--- config.mk ---
export PLATFORM = sky130hd
export DESIGN_NAME = collision_velocity_governor
export DESIGN_NICKNAME = d
export VERILOG_FILES = /design/src/design/cvg_pkg.sv /design/src/design/collision_velocity_governor.sv
export SDC_FILE = /design/constraint.sdc
export NUM_CORES = 2
export LEC_CHECK = 0
export BUFFER_PORTS_ARGS = -buffer_cell sky130_fd_sc_hd__buf_4
export CAP_MARGIN = 20
export CELL_PAD_IN_SITES_DETAIL_PLACEMENT = 0
export CELL_PAD_IN_SITES_GLOBAL_PLACEMENT = 1
export CORE_ASPECT_RATIO = 0.9
export CORE_UTILIZATION = 51
export DETAILED_ROUTE_END_ITERATION = 16
export MAX_ROUTING_LAYER = met4
export PLACE_DENSITY = 0.85
export SLEW_MARGIN = 20
export SYNTH_ARGS = -nofsm -noshare
export SYNTH_HDL_FRONTEND = slang
export SYNTH_SLANG_ARGS = --single-unit
--- constraint.sdc ---
create_clock -name clock -period 13.2 [get_ports clock]
set_clock_uncertainty 0.05 [all_clocks]
set_input_delay 1.32 -clock clock [delete_from_list [all_inputs] [get_ports clock]]
set_output_delay 1.32 -clock clock [all_outputs]
set_load 0.02 [all_outputs]
--- src/design/cvg_pkg.sv ---
package cvg_pkg;

   // Field widths
   localparam int DistW  = 32;
   localparam int ThrW   = 31;
   localparam int CoefW  = 32;
   localparam int RateW  = 16;
   localparam int ScaleW = 17;
   localparam int IdxW   = 4;

   localparam logic [ScaleW-1:0] FULL_SCALE = 17'd65536;
   localparam logic [31:0]       LOG2E_Q16  = 32'd94548;

   // Register indexes
   localparam logic [IdxW-1:0] REG_MODE        = 4'd0;
   localparam logic [IdxW-1:0] REG_SCENE_THR   = 4'd1;
   localparam logic [IdxW-1:0] REG_SELF_THR    = 4'd2;
   localparam logic [IdxW-1:0] REG_SCENE_COEF  = 4'd3;
   localparam logic [IdxW-1:0] REG_SELF_COEF   = 4'd4;
   localparam logic [IdxW-1:0] REG_MIN_DIST    = 4'd5;
   localparam logic [IdxW-1:0] REG_SAFETY      = 4'd6;
   localparam logic [IdxW-1:0] REG_CHECK_RATE  = 4'd7;

   // Register reset values
   localparam logic [ThrW-1:0]  RST_SCENE_THR  = 31'd19661;
   localparam logic [ThrW-1:0]  RST_SELF_THR   = 31'd6554;
   localparam logic [CoefW-1:0] RST_SCENE_COEF = 32'd1509221;
   localparam logic [CoefW-1:0] RST_SELF_COEF  = 32'd4527660;
   localparam logic [ThrW-1:0]  RST_MIN_DIST   = 31'd0;
   localparam logic [31:0]      RST_SAFETY     = 32'd98304;
   localparam logic [RateW-1:0] RST_CHECK_RATE = 16'd100;

   // 2^(-k/16) in Q1.16, k = 0..16
   function automatic logic [16:0] pow2_neg(input logic [4:0] k);
      logic [16:0] v;
      case (k)
         5'd0:    v = 17'd65536;
         5'd1:    v = 17'd62757;
         5'd2:    v = 17'd60096;
         5'd3:    v = 17'd57548;
         5'd4:    v = 17'd55109;
         5'd5:    v = 17'd52773;
         5'd6:    v = 17'd50535;
         5'd7:    v = 17'd48392;
         5'd8:    v = 17'd46341;
         5'd9:    v = 17'd44376;
         5'd10:   v = 17'd42495;
         5'd11:   v = 17'd40693;
         5'd12:   v = 17'd38968;
         5'd13:   v = 17'd37316;
         5'd14:   v = 17'd35734;
         5'd15:   v = 17'd34219;
         default: v = 17'd32768;
      endcase
      return v;
   endfunction

endpackage

--- src/design/collision_velocity_governor.sv ---
// Collision velocity governor: one transfer on req_ gives one velocity scale
// (Q1.16, 65536 is full speed) on rsp_. A reported contact skips to the final
// step with a scale of 0. In threshold mode (mode 0) each clearance below its
// threshold is run through an approximated exp(-coef*(thr-d)) and the smaller
// cap wins; a clearance at or above its threshold skips the exponential. In
// stop mode (mode 1) the nearer clearance and its change since the last
// stop-mode tick decide between 0 and full speed; the exact time-to-collision
// compare runs only when the clearance shrinks and is not below the minimum.
// The final step waits until the output register is free. All
// products go through one shared 32x32 multiplier with a registered result,
// stepped by a small sequencer, so one item is in flight at a time and
// req_ready is low until the result has been moved into the output register.
// That register lets the next transfer in while a result still waits on
// rsp_ready. Configuration goes through csr_ (always ready) and must be
// written while the block is idle; indexes beyond 7 are ignored.
module collision_velocity_governor (
   input  logic                            clock,
   input  logic                            reset,
   input  logic                            req_valid,
   output logic                            req_ready,
   input  logic signed [cvg_pkg::DistW-1:0] req_scene_distance,
   input  logic signed [cvg_pkg::DistW-1:0] req_self_distance,
   input  logic                            req_in_collision,
   input  logic [31:0]                     req_stop_time,
   output logic                            rsp_valid,
   input  logic                            rsp_ready,
   output logic [cvg_pkg::ScaleW-1:0]      rsp_speed_ratio,
   input  logic                            csr_valid,
   output logic                            csr_ready,
   input  logic [cvg_pkg::IdxW-1:0]        csr_index,
   input  logic [31:0]                     csr_data
);

   localparam logic [4:0] ST_IDLE  = 5'd0;
   localparam logic [4:0] ST_EXP0  = 5'd1;
   localparam logic [4:0] ST_EXP1  = 5'd2;
   localparam logic [4:0] ST_EXP2  = 5'd3;
   localparam logic [4:0] ST_EXP3  = 5'd4;
   localparam logic [4:0] ST_EXP4  = 5'd5;
   localparam logic [4:0] ST_EXP5  = 5'd6;
   localparam logic [4:0] ST_EXP6  = 5'd7;
   localparam logic [4:0] ST_STOP0 = 5'd8;
   localparam logic [4:0] ST_STOP1 = 5'd9;
   localparam logic [4:0] ST_STOP2 = 5'd10;
   localparam logic [4:0] ST_STOP3 = 5'd11;
   localparam logic [4:0] ST_STOP4 = 5'd12;
   localparam logic [4:0] ST_STOP5 = 5'd13;
   localparam logic [4:0] ST_STOP6 = 5'd14;
   localparam logic [4:0] ST_STOP7 = 5'd15;
   localparam logic [4:0] ST_STOP8 = 5'd16;
   localparam logic [4:0] ST_STOP9 = 5'd17;
   localparam logic [4:0] ST_DONE  = 5'd18;

   // Configuration registers
   logic                          mode_ff;
   logic [cvg_pkg::ThrW-1:0]      scene_thr_ff, self_thr_ff, min_dist_ff;
   logic [cvg_pkg::CoefW-1:0]     scene_coef_ff, self_coef_ff;
   logic [31:0]                   safety_ff;
   logic [cvg_pkg::RateW-1:0]     check_rate_ff;

   // Sequencer and datapath registers
   logic [4:0]         state_ff, state_in;
   logic               side_ff, side_in;
   logic signed [31:0] scene_ff, scene_in, self_ff, self_in;
   logic [31:0]        stop_ff, stop_in;
   logic [16:0]        scale_ff, scale_in;
   logic [19:0]        y_ff, y_in;
   logic               zero_ff, zero_in;
   logic [4:0]         n_ff, n_in;
   logic [11:0]        r_ff, r_in;
   logic [16:0]        v0_ff, v0_in, v_ff, v_in;
   logic [15:0]        dv_ff, dv_in;
   logic signed [31:0] cur_ff, cur_in, prev_ff, prev_in;
   logic [31:0]        absdiff_ff, absdiff_in, acur_ff, acur_in;
   logic [47:0]        den_ff, den_in;
   logic [63:0]        p1_ff, p1_in;
   logic [111:0]       acc_ff, acc_in;
   logic [63:0]        prod_ff, prod_in;
   logic               rsp_valid_ff, rsp_valid_in;
   logic [16:0]        rsp_scale_ff, rsp_scale_in;

   // Shared multiplier operands
   logic [31:0] mul_a, mul_b;

   // Side selection for the exponential pass
   logic signed [31:0] d_sel;
   logic [30:0]        t_sel;
   logic [31:0]        c_sel;
   logic signed [32:0] d_x, t_x, m_x;
   logic               below;
   logic [15:0]        rate;

   assign req_ready       = (state_ff == ST_IDLE);
   assign csr_ready       = 1'b1;
   assign rsp_valid       = rsp_valid_ff;
   assign rsp_speed_ratio = rsp_scale_ff;

   assign rate  = (check_rate_ff == 16'd0) ? 16'd1 : check_rate_ff;
   assign d_sel = side_ff ? self_ff : scene_ff;
   assign t_sel = side_ff ? self_thr_ff : scene_thr_ff;
   assign c_sel = side_ff ? self_coef_ff : scene_coef_ff;
   assign d_x   = {d_sel[31], d_sel};
   assign t_x   = {2'b00, t_sel};
   assign m_x   = t_x - d_x;
   assign below = (d_x < t_x);

   // Operand select for the one multiplier, one product per cycle
   always_comb begin
      unique case (state_ff)
         ST_EXP0: begin
            mul_a = c_sel;
            mul_b = m_x[31:0];
         end
         ST_EXP2: begin
            mul_a = {12'd0, y_ff};
            mul_b = cvg_pkg::LOG2E_Q16;
         end
         ST_EXP4: begin
            mul_a = {16'd0, dv_ff};
            mul_b = {20'd0, r_ff};
         end
         ST_STOP2: begin
            mul_a = absdiff_ff;
            mul_b = {16'd0, rate};
         end
         ST_STOP3: begin
            mul_a = safety_ff;
            mul_b = stop_ff;
         end
         ST_STOP4: begin
            mul_a = prod_ff[31:0];
            mul_b = den_ff[31:0];
         end
         ST_STOP5: begin
            mul_a = p1_ff[31:0];
            mul_b = {16'd0, den_ff[47:32]};
         end
         ST_STOP6: begin
            mul_a = p1_ff[63:32];
            mul_b = den_ff[31:0];
         end
         ST_STOP7: begin
            mul_a = p1_ff[63:32];
            mul_b = {16'd0, den_ff[47:32]};
         end
         default: begin
            mul_a = 32'd0;
            mul_b = 32'd0;
         end
      endcase
   end

   assign prod_in = mul_a * mul_b;

   always_comb begin
      logic [35:0]        ysum;
      logic [37:0]        zsum;
      logic [21:0]        z;
      logic [28:0]        isum;
      logic [17:0]        half, vsum;
      logic [16:0]        cap;
      logic signed [32:0] cur_x, prev_x, diff;
      logic               next_side;

      state_in     = state_ff;
      side_in      = side_ff;
      scene_in     = scene_ff;
      self_in      = self_ff;
      stop_in      = stop_ff;
      scale_in     = scale_ff;
      y_in         = y_ff;
      zero_in      = zero_ff;
      n_in         = n_ff;
      r_in         = r_ff;
      v0_in        = v0_ff;
      dv_in        = dv_ff;
      v_in         = v_ff;
      cur_in       = cur_ff;
      prev_in      = prev_ff;
      absdiff_in   = absdiff_ff;
      acur_in      = acur_ff;
      den_in       = den_ff;
      p1_in        = p1_ff;
      acc_in       = acc_ff;
      rsp_valid_in = rsp_valid_ff && !rsp_ready;
      rsp_scale_in = rsp_scale_ff;

      ysum      = prod_ff[35:0] + 36'd32768;
      zsum      = {1'b0, prod_ff[36:0]} + 38'd32768;
      z         = zsum[37:16];
      isum      = prod_ff[28:0] + 29'd2048;
      half      = (18'd1 << n_ff) >> 1;
      vsum      = {1'b0, v_ff} + half;
      cap       = zero_ff ? 17'd0 : 17'(vsum >> n_ff);
      cur_x     = {cur_ff[31], cur_ff};
      prev_x    = {prev_ff[31], prev_ff};
      diff      = cur_x - prev_x;
      next_side = 1'b0;

      unique case (state_ff)
         ST_IDLE: begin
            if (req_valid) begin
               scene_in = req_scene_distance;
               self_in  = req_self_distance;
               stop_in  = req_stop_time;
               side_in  = 1'b0;
               scale_in = cvg_pkg::FULL_SCALE;
               if (req_in_collision) begin
                  scale_in = 17'd0;
                  state_in = ST_DONE;
               end else if (mode_ff) begin
                  state_in = ST_STOP0;
               end else begin
                  state_in = ST_EXP0;
               end
            end
         end
         // Threshold mode: one pass per side, product coef*(thr-d) issued here
         ST_EXP0: begin
            if (below) begin
               state_in = ST_EXP1;
            end else begin
               next_side = 1'b1;
            end
         end
         ST_EXP1: begin
            zero_in  = (prod_ff[63:32] >= 32'd12);
            y_in     = ysum[35:16];
            state_in = ST_EXP2;
         end
         ST_EXP2: begin
            state_in = ST_EXP3;
         end
         ST_EXP3: begin
            // z = y*log2(e): integer part is the shift, fraction indexes the table
            if (z[21:16] >= 6'd17) begin
               zero_in = 1'b1;
            end
            n_in     = z[20:16];
            r_in     = z[11:0];
            v0_in    = cvg_pkg::pow2_neg({1'b0, z[15:12]});
            dv_in    = 16'(cvg_pkg::pow2_neg({1'b0, z[15:12]})
                         - cvg_pkg::pow2_neg({1'b0, z[15:12]} + 5'd1));
            state_in = ST_EXP4;
         end
         ST_EXP4: begin
            state_in = ST_EXP5;
         end
         ST_EXP5: begin
            v_in     = v0_ff - isum[28:12];
            state_in = ST_EXP6;
         end
         ST_EXP6: begin
            if (cap < scale_ff) begin
               scale_in = cap;
            end
            next_side = 1'b1;
         end
         // Stop mode
         ST_STOP0: begin
            cur_in   = (scene_ff < self_ff) ? scene_ff : self_ff;
            state_in = ST_STOP1;
         end
         ST_STOP1: begin
            prev_in = cur_ff;
            if ((cur_x < $signed({2'b00, min_dist_ff})) && (diff <= 33'sd0)) begin
               scale_in = 17'd0;
               state_in = ST_DONE;
            end else if (diff[32]) begin
               absdiff_in = 32'(-diff);
               acur_in    = cur_ff[31] ? 32'(-cur_x) : cur_ff;
               state_in   = ST_STOP2;
            end else begin
               state_in = ST_DONE;
            end
         end
         ST_STOP2: begin
            state_in = ST_STOP3;
         end
         ST_STOP3: begin
            den_in   = prod_ff[47:0];
            state_in = ST_STOP4;
         end
         ST_STOP4: begin
            p1_in    = prod_ff;
            acc_in   = 112'd0;
            state_in = ST_STOP5;
         end
         ST_STOP5: begin
            acc_in   = acc_ff + {48'd0, prod_ff};
            state_in = ST_STOP6;
         end
         ST_STOP6: begin
            acc_in   = acc_ff + {16'd0, prod_ff, 32'd0};
            state_in = ST_STOP7;
         end
         ST_STOP7: begin
            acc_in   = acc_ff + {16'd0, prod_ff, 32'd0};
            state_in = ST_STOP8;
         end
         ST_STOP8: begin
            acc_in   = acc_ff + {prod_ff[47:0], 64'd0};
            state_in = ST_STOP9;
         end
         ST_STOP9: begin
            // Too fast when |cur| * 2^32 < safety * stop * |diff| * rate
            if ((acc_ff[111:64] != 48'd0) || ({acur_ff, 32'd0} < acc_ff[63:0])) begin
               scale_in = 17'd0;
            end
            state_in = ST_DONE;
         end
         ST_DONE: begin
            // Hold until the output register is free
            if (!rsp_valid_ff || rsp_ready) begin
               rsp_valid_in = 1'b1;
               rsp_scale_in = scale_ff;
               state_in     = ST_IDLE;
            end
         end
         default: begin
            state_in = ST_IDLE;
         end
      endcase

      if (next_side) begin
         if (side_ff) begin
            state_in = ST_DONE;
         end else begin
            side_in  = 1'b1;
            state_in = ST_EXP0;
         end
      end
   end

   always_ff @(posedge clock) begin
      if (reset) begin
         state_ff      <= ST_IDLE;
         rsp_valid_ff  <= 1'b0;
         prev_ff       <= 32'sd0;
         mode_ff       <= 1'b0;
         scene_thr_ff  <= cvg_pkg::RST_SCENE_THR;
         self_thr_ff   <= cvg_pkg::RST_SELF_THR;
         scene_coef_ff <= cvg_pkg::RST_SCENE_COEF;
         self_coef_ff  <= cvg_pkg::RST_SELF_COEF;
         min_dist_ff   <= cvg_pkg::RST_MIN_DIST;
         safety_ff     <= cvg_pkg::RST_SAFETY;
         check_rate_ff <= cvg_pkg::RST_CHECK_RATE;
      end else begin
         state_ff     <= state_in;
         rsp_valid_ff <= rsp_valid_in;
         prev_ff      <= prev_in;
         if (csr_valid) begin
            unique case (csr_index)
               cvg_pkg::REG_MODE:       mode_ff       <= csr_data[0];
               cvg_pkg::REG_SCENE_THR:  scene_thr_ff  <= csr_data[30:0];
               cvg_pkg::REG_SELF_THR:   self_thr_ff   <= csr_data[30:0];
               cvg_pkg::REG_SCENE_COEF: scene_coef_ff <= csr_data;
               cvg_pkg::REG_SELF_COEF:  self_coef_ff  <= csr_data;
               cvg_pkg::REG_MIN_DIST:   min_dist_ff   <= csr_data[30:0];
               cvg_pkg::REG_SAFETY:     safety_ff     <= csr_data;
               cvg_pkg::REG_CHECK_RATE: check_rate_ff <= csr_data[15:0];
               default: begin
               end
            endcase
         end
      end
   end

   // Datapath: no reset needed
   always_ff @(posedge clock) begin
      side_ff      <= side_in;
      scene_ff     <= scene_in;
      self_ff      <= self_in;
      stop_ff      <= stop_in;
      scale_ff     <= scale_in;
      y_ff         <= y_in;
      zero_ff      <= zero_in;
      n_ff         <= n_in;
      r_ff         <= r_in;
      v0_ff        <= v0_in;
      dv_ff        <= dv_in;
      v_ff         <= v_in;
      cur_ff       <= cur_in;
      absdiff_ff   <= absdiff_in;
      acur_ff      <= acur_in;
      den_ff       <= den_in;
      p1_ff        <= p1_in;
      acc_ff       <= acc_in;
      prod_ff      <= prod_in;
      rsp_scale_ff <= rsp_scale_in;
   end

   // Contact forces zero straight to the result stage
   assert property (@(posedge clock) disable iff (reset)
      (req_valid && req_ready && req_in_collision) |=>
         (state_ff == ST_DONE && scale_ff == 17'd0))
      else $error("contact did not force zero scale");

   // Previous distance moves only in the stop-mode decision step
   assert property (@(posedge clock) disable iff (reset)
      (prev_ff != $past(prev_ff)) |-> ($past(state_ff) == ST_STOP1))
      else $error("previous distance changed outside stop mode");

   // A new result is loaded only from the final step
   assert property (@(posedge clock) disable iff (reset)
      $rose(rsp_valid_ff) |-> ($past(state_ff) == ST_DONE))
      else $error("result issued outside the final step");

   // Scale never exceeds full speed
   assert property (@(posedge clock) disable iff (reset)
      rsp_valid_ff |-> (rsp_scale_ff <= cvg_pkg::FULL_SCALE))
      else $error("velocity scale above full speed");

endmodule
**Word-level counts from Yosys, hierarchy flattened**

Memory sizes are Yosys's and may differ from the RTL's. A register that Yosys moved wholly into a read port is not among the register bits.
Index checks and enable logic that the tools add are counted.

- Register bits after elaboration: 830
- Bits in latches: 0
- Bits in writable memories: 0
- ROM bits: 816
- Input port bits: 138
- Word-level logic and storage cells: 163
- Memories kept: 3

Memories:

| memory | words | width | read ports | clocked after memory_dff | write ports | RTL line | source |
|---|---|---|---|---|---|---|---|
| (name not given) | 16 | 17 | 1 | 1 | 0 | cvg_pkg.sv:36 | `case (k)` |
| (name not given) | 16 | 17 | 1 | 0 | 0 | cvg_pkg.sv:36 |  |
| (name not given) | 16 | 17 | 1 | 0 | 0 | cvg_pkg.sv:36 |  |

- $add $sub $neg: 14
- $mul: 1
- Div/mod/pow operators: 0
- Order comparisons: 8
- Eq/ne operators: 34
- Shift operators: 2
- Mux-type cells: 39
- Bitwise gates (word level): 1
- Reductions and logical operators: 30

Operators by type and width:

| cell | count |
|---|---|
| 112-bit case mux with 4 select lines | 1 |
| 32-bit case mux with 8 select lines | 1 |
| 32-bit case mux with 7 select lines | 1 |
| 112-bit adder | 1 |
| 112-bit by 64-bit adder with 112-bit output | 1 |
| 112-bit by 96-bit adder with 112-bit output | 1 |
| 17-bit 2-to-1 mux | 6 |
| 32-bit less-than comparator | 3 |
| 32-bit 2-to-1 mux | 3 |
| 5-bit case mux with 19 select lines | 1 |
| 17-bit case mux with 4 select lines | 1 |
| 64-bit less-than comparator | 1 |
| 32-bit by 32-bit multiplier with 64-bit output | 1 |
| 16-bit 2-to-1 mux | 4 |
| 32-bit negator | 2 |
| 31-bit 2-to-1 mux | 2 |
| 48-bit nonzero test | 1 |
| 5-bit by 4-bit equality test with 1-bit output (second input constant) | 8 |
| 5-bit 2-to-1 mux | 8 |
| 37-bit by 16-bit adder with 38-bit output (second input constant) | 1 |
| 36-bit by 16-bit adder with 36-bit output (second input constant) | 1 |
| 33-bit by 1-bit less-or-equal comparator with 1-bit output (second input constant) | 1 |
| 32-bit by 32-bit subtractor with 33-bit output | 1 |
| 32-bit by 4-bit greater-or-equal comparator with 1-bit output (second input constant) | 1 |
| other kinds (37) | 77 |

**Logic depth before layout (Yosys ltp)**

- Depth in word-level cells: 7
- Gate-level depth with buffers: 47
- Gate-level depth less buffers: 41

**Least setup slack after synthesis**

No wires, ideal clock.

- Kind: register to register
- From: register state_ff[2]
- To: register prod_ff[62]
- Arrival: 11.929 ns
- Path slack: 1.094 ns
- Stages on the path, launching flop included: 36
- Buffers on the path: 4
- Path through: dfxtp_1 -> inv_1 -> nor2_1 -> nand2_1 -> inv_1 -> nand2b_1 -> clkbuf_1 -> nor2_1 -> a2111o_1 -> clkbuf_1 -> clkbuf_1 -> nand2_1 -> fa_1 -> fa_1 -> inv_1 -> fa_1 -> fa_1 -> fa_1 -> fa_1 -> fa_1 -> inv_1 -> fa_1 -> inv_1 -> ha_1 -> clkbuf_1 -> a21o_1 -> a21o_1 -> a21o_1 -> a21o_1 -> a211oi_1 -> o21ai_0 -> o311ai_0 -> a41oi_1 -> a311oi_1 -> o21ai_0 -> xor2_1

- Cells in the longest elaborated chain, start to end: 4
- Elaborated cells on any way between the ends: 15

RTL lines:

| element | RTL line | source |
|---|---|---|
| start: declaration | collision_velocity_governor.sv:62 | `logic [4:0] state_ff, state_in;` |
| start signal: assignment | collision_velocity_governor.sv:349 | `state_ff <= state_in;` |
| 5-bit by 4-bit equality test with 1-bit output | collision_velocity_governor.sv:109 | `unique case (state_ff)` |
| 2-bit OR reduction (no line) | - |  |
| 32-bit case mux with 8 select lines / 32-bit case mux with 7 select lines (equally long branches) | collision_velocity_governor.sv:109 |  |
| 32-bit by 32-bit multiplier with 64-bit output * | collision_velocity_governor.sv:153 | `assign prod_in = mul_a * mul_b;` |
| via prod_in[62] | collision_velocity_governor.sv:78 | `logic [63:0] prod_ff, prod_in;` |
| end signal: assignment | collision_velocity_governor.sv:389 | `prod_ff <= prod_in;` |
| end: declaration | collision_velocity_governor.sv:78 |  |

The timed path passes the listed nets; every way through them passes the cells marked *.
A chain may end at the register's enable or synchronous reset.

**Final worst setup path**

- From: register side_ff
- To: register prod_ff[61]

- Cells in the longest elaborated chain, start to end: 4
- Elaborated cells on any way between the ends: 7

RTL lines:

| element | RTL line | source |
|---|---|---|
| start: declaration | collision_velocity_governor.sv:63 | `logic side_ff, side_in;` |
| start signal: assignment | collision_velocity_governor.sv:371 | `side_ff <= side_in;` |
| 31-bit 2-to-1 mux / 32-bit 2-to-1 mux (equally long branches) | collision_velocity_governor.sv:100, collision_velocity_governor.sv:99 |  |
| 32-bit subtractor | collision_velocity_governor.sv:104 | `assign m_x = t_x - d_x;` |
| 32-bit case mux with 7 select lines | collision_velocity_governor.sv:109 |  |
| 32-bit by 32-bit multiplier with 64-bit output * | collision_velocity_governor.sv:153 |  |
| via prod_in[61] | collision_velocity_governor.sv:78 |  |

Marks and branches as above.

==> results <==
- The number of maximum-capacitance constraint violations is 0.
- The worst setup path is launched from a flip-flop.
- The slowest stage of the critical path belongs to the cell sky130_fd_sc_hd__o31ai_1.
- The clock network latency to the later pin of the worst-skew pair is 790 ps.
- The hold-critical path endpoint is scene_thr_ff[26].
- Setup violations remaining at the end of the flow were counted as 0.
- The CTS buffer count is 98.
- The number of cells upsized or downsized after cts is 0.
- The wire-length estimate of the detail-placed layout is 280000 µm.
- Cells fill 56.1% of the core in the end.
- After detailed routing, the number of vias per cell comes to 6.20.
- Of the total power, combinational logic draws 58.4%.
- The initial antenna violation count came to 28.
- The net count of the finished layout is 11700.
- The effective utilization at floorplan is 51.4%.
- The number of remaining DRC errors is 0.
- The global-route wire length before repair is 508000 µm.
- After technology mapping, the gate count stands at 9947.
- The congestion estimate from routability-driven global placement came to 1.04.
- The clock network accounts for 18.9% of the total power.
- The via count of the first global-routing pass is 73300.
- The number of standard-cell rows in the floorplan is 144.
- In this run the post-CTS setup repair buffer count came out at 0.
- By instance count, the cell type seen most on the critical path is sky130_fd_sc_hd__fa_1.
- Pin placement for this block handled 158 I/O pins.
- The number of library cell types mapped by synthesis is 108.
- The number of nets in the synthesized netlist is 11700.
- The static leakage power is 42.6 nW.
- Yosys mapped a number of flops with a built-in enable equal to 538.
- The kind of critical path is reg -> reg.
- The biggest area contributor in the post-synthesis netlist is sky130_fd_sc_hd__fa_1.
- Setup repair after global routing left no endpoint under its margin.
- Counting flops with an async set or reset pin after synthesis yields a share of 0%.
- The tightest min-delay check is of the reg -> reg type.
- Relative to the synthesized area, the layout overhead comes to 9.25%.
- Along the worst path, the maximum fanout reaches 24.
- The core region is 171000 µm².
- Of the total power, registers draw 22.8%.
- The remaining antenna violation count is 0.
- Data arrives at the worst endpoint at 13180 ps.
- The largest single stage delay on the critical path is 680 ps.
- The sink count of the clock tree is 847.
- The first detailed-routing pass took 9 iterations.
- The cell depth of the worst hold path is 2.
- In this run the tightest slew margin relative to its limit is 18.9%.
- The required time of the critical path is 13810 ps.
- The number of hold violations in the final report came to 0.
- The number of buffers between clock root and the deepest sink is 3.
- The routed layout has 76700 vias.
- The worst slack on hold paths is 402 ps.
- The most frequent cell after synthesis is sky130_fd_sc_hd__nand2_1.
- The final max-slew violation count is 0.
- The total detailed-routing wirelength is 355000 µm.
- Summed over all layers, the global routing overflow is 0.
- The most used flip-flop cell after synthesis is sky130_fd_sc_hd__edfxtp_1.
- The post-synthesis sequential element count is 847.
- The worst path needs 12570 ps of the cycle, external delays included.
- During placement, the flow inserted port buffers numbering 156.
- The die width is 440 µm.
- Dividing total power by cell area gives a power density of 160 nW/µm².
- The area of the die is 174000 µm².
- Ranked by instance count, the synthesized netlist is headed by sky130_fd_sc_hd__nand2_1 (1485), sky130_fd_sc_hd__inv_1 (1305), sky130_fd_sc_hd__fa_1 (904), sky130_fd_sc_hd__nor2_1 (829), sky130_fd_sc_hd__ha_1 (674).
- The y dimension of the die is 396 µm.
- Entering global routing, the biggest net connects 96 pins.
- The worst path uses 95.2% of the clock period.
- The internal power consumption is 7.67 mW.
- The clock tree root buffer cell is sky130_fd_sc_hd__clkbuf_16.
- In this run switching power makes up 50.0% of total power.
- The switching power is 7.67 mW.
- The clock tree from TritonCTS is done.
- The number of cells traversed by the worst register-to-register path is 42.
- The register-to-register path setup slack is 630 ps.
- The run finished with clean final reports.
- In this run the most critical hold path is launched from scene_thr_ff[26].
- The warning count from the yosys run is 0.
- At the pin with the least slew margin, the transition time is 1210 ps.
- The cell area after technology mapping is 88000 µm².
- After synthesis, the mean cell area works out to 8.85 µm².
- The share of Yosys cell area claimed by the top area cell type is 20.6%.
- The endpoint of the worst-slack reg-to-reg timing path is prod_ff[61].
- Ranked by total cell area, the synthesized netlist is headed by sky130_fd_sc_hd__fa_1 (21%), sky130_fd_sc_hd__edfxtp_1 (18%), sky130_fd_sc_hd__ha_1 (9.6%), sky130_fd_sc_hd__dfxtp_1 (7.0%), sky130_fd_sc_hd__nand2_1 (6.3%).
- The sequential element share of the synthesized area is 25.4%.
- The setup TNS is 0 ps.
- The worst setup path is captured at a flip-flop.
- Derived from the worst setup path, the maximum achievable clock frequency is 79.5 MHz.
- The quantity of hold-fixing buffers added after cts is 0.
- Dividing the detail-routed wire length by the instance count gives 28.7 µm.
- After clock tree synthesis, the clock-pin slew on the worst setup and hold paths is 60 ps.
- Of the cells placed in the final design, the portion with a size suffix greater than 1 is 8.15%.
- The H-tree generated during clock tree synthesis spans 3 levels.
- The global-route usage over all layers is 41.5%.
- The highest ir drop seen on vdd is 144 µV.
- The worst flop-to-flop path startpoint is side_ff.
- The first routing iteration left 9325 violations.
-- area by class of cell --
type | count | area (µm²)
timing repair buffer | 454 | 3500
clock buffer | 125 | 2650
fill | 15600 | 75200
sequential | 847 | 22400
multi-input combinational | 7289 | 59200
tap | 2263 | 2830
clock inverter | 61 | 682
antenna | 27 | 67.6
inverter | 1309 | 4910
-- placed cells by master, fill, tap and decap left out, types with 58 or more instances in the layout --
cell | synthesis | routed
sky130_fd_sc_hd__nand4_1 | 113 | 113
sky130_fd_sc_hd__xnor2_1 | 267 | 266
sky130_fd_sc_hd__nor3_1 | 99 | 96
sky130_fd_sc_hd__a21oi_1 | 643 | 640
sky130_fd_sc_hd__nor2_1 | 829 | 822
sky130_fd_sc_hd__nand2_1 | 1485 | 1481
sky130_fd_sc_hd__xor2_1 | 171 | 171
sky130_fd_sc_hd__and3_1 | 73 | 70
sky130_fd_sc_hd__mux2i_1 | 116 | 116
sky130_fd_sc_hd__mux2_2 | 79 | 79
sky130_fd_sc_hd__clkbuf_16 | 0 | 101
sky130_fd_sc_hd__a22oi_1 | 58 | 58
sky130_fd_sc_hd__fa_1 | 904 | 904
sky130_fd_sc_hd__buf_4 | 4 | 446
sky130_fd_sc_hd__ha_1 | 674 | 674
sky130_fd_sc_hd__nor2b_1 | 63 | 62
sky130_fd_sc_hd__a21o_1 | 200 | 200
sky130_fd_sc_hd__dfxtp_1 | 309 | 306
sky130_fd_sc_hd__and2_1 | 76 | 76
sky130_fd_sc_hd__edfxtp_1 | 538 | 538
sky130_fd_sc_hd__nand2b_1 | 63 | 63
sky130_fd_sc_hd__o21ai_0 | 311 | 310
sky130_fd_sc_hd__inv_1 | 1305 | 1305
sky130_fd_sc_hd__nand3_1 | 133 | 132
sky130_fd_sc_hd__a211oi_1 | 73 | 70
-- cells by family (layout without fill, tap and decap cells) --
logic type      count (synthesis)  in the layout  share of synthesized area, %
mux                           197            197                          2.38
xor+xnor                      438            438                          4.36
buf+inv                      1811           1949                          7.87
fa+ha+maj                    1578           1578                          30.1
other cells                     1             28                       0.00426
simple gates                 3203           3203                          16.2
compound gates               1872           1872                          13.7
flops                         847            847                          25.4
-- power by group through the flow --
stage               Sequential, mW  Combinational (mW)  Clock (mW)
floorplan                     3.39                5.30           0
global placement              3.53                8.56           0
detailed placement            3.53                8.58           0
CTS                           3.48                8.65        2.90
global route                  3.50                9.43        2.99
finish                        3.50                8.95        2.89
-- state kept, by name, indices dropped and copies added (netlist names), 48 cells and up --
register and flops:
acc_ff 112, den_ff 48, p1_ff 64, prod_ff 64
-- how the worst max path moves through the flow --
stage                start     endpoint  slack, ps  cells after the start
5_1_grt            side_ff  prod_ff[61]        120                     43
6_report           side_ff  prod_ff[61]        630                     42
4_1_cts            side_ff  prod_ff[62]        780                     38
3_3_place_gp       side_ff  prod_ff[62]        840                     40
2_1_floorplan  state_ff[2]  prod_ff[62]       1090                     35
3_5_place_dp       side_ff  prod_ff[62]        830                     38
-- routing by layer --
| metal | GRT usage (%) | vias up | wire [µm] |
|---|---|---|---|
| li1 | - | 33500 | - |
| met1 | 57.0 | 38200 | 146000 |
| met2 | 58.0 | 4365 | 148000 |
| met3 | 10.4 | 679 | 43300 |
| met4 | 17.7 | 0 | 18300 |
| met5 | - | - | 0 |
-- worst max-delay path: cells and delay by family, from the launching register on --
| family | cells | cell delay [ps] |
|---|---|---|
| xor gates and xnor gates | 2 | 470 |
| DFF | 1 | 600 |
| buffers and inverters | 9 | 1120 |
| AOI/OAI and AO/OA | 16 | 4190 |
| and+or+nand+nor | 3 | 370 |
| adders and majority gates | 11 | 5220 |
| muxes | 1 | 410 |
-- metrics by stage --
| stage | power (mW) | cell area (µm²) | setup WS (ps) | instances |
|---|---|---|---|---|
| after CTS | 15.0 | 96000 | 778 | 12300 |
| after global routing | 15.9 | 96100 | 125 | 12400 |
| final | 15.3 | 96200 | 628 | 12400 |
| after global placement | 12.1 | 92700 | 843 | 12200 |
| after detailed placement | 12.1 | 92700 | 827 | 12200 |
| after floorplan | 8.69 | 88000 | 1090 | 9947 |
Power figures use the tool's default switching activity.
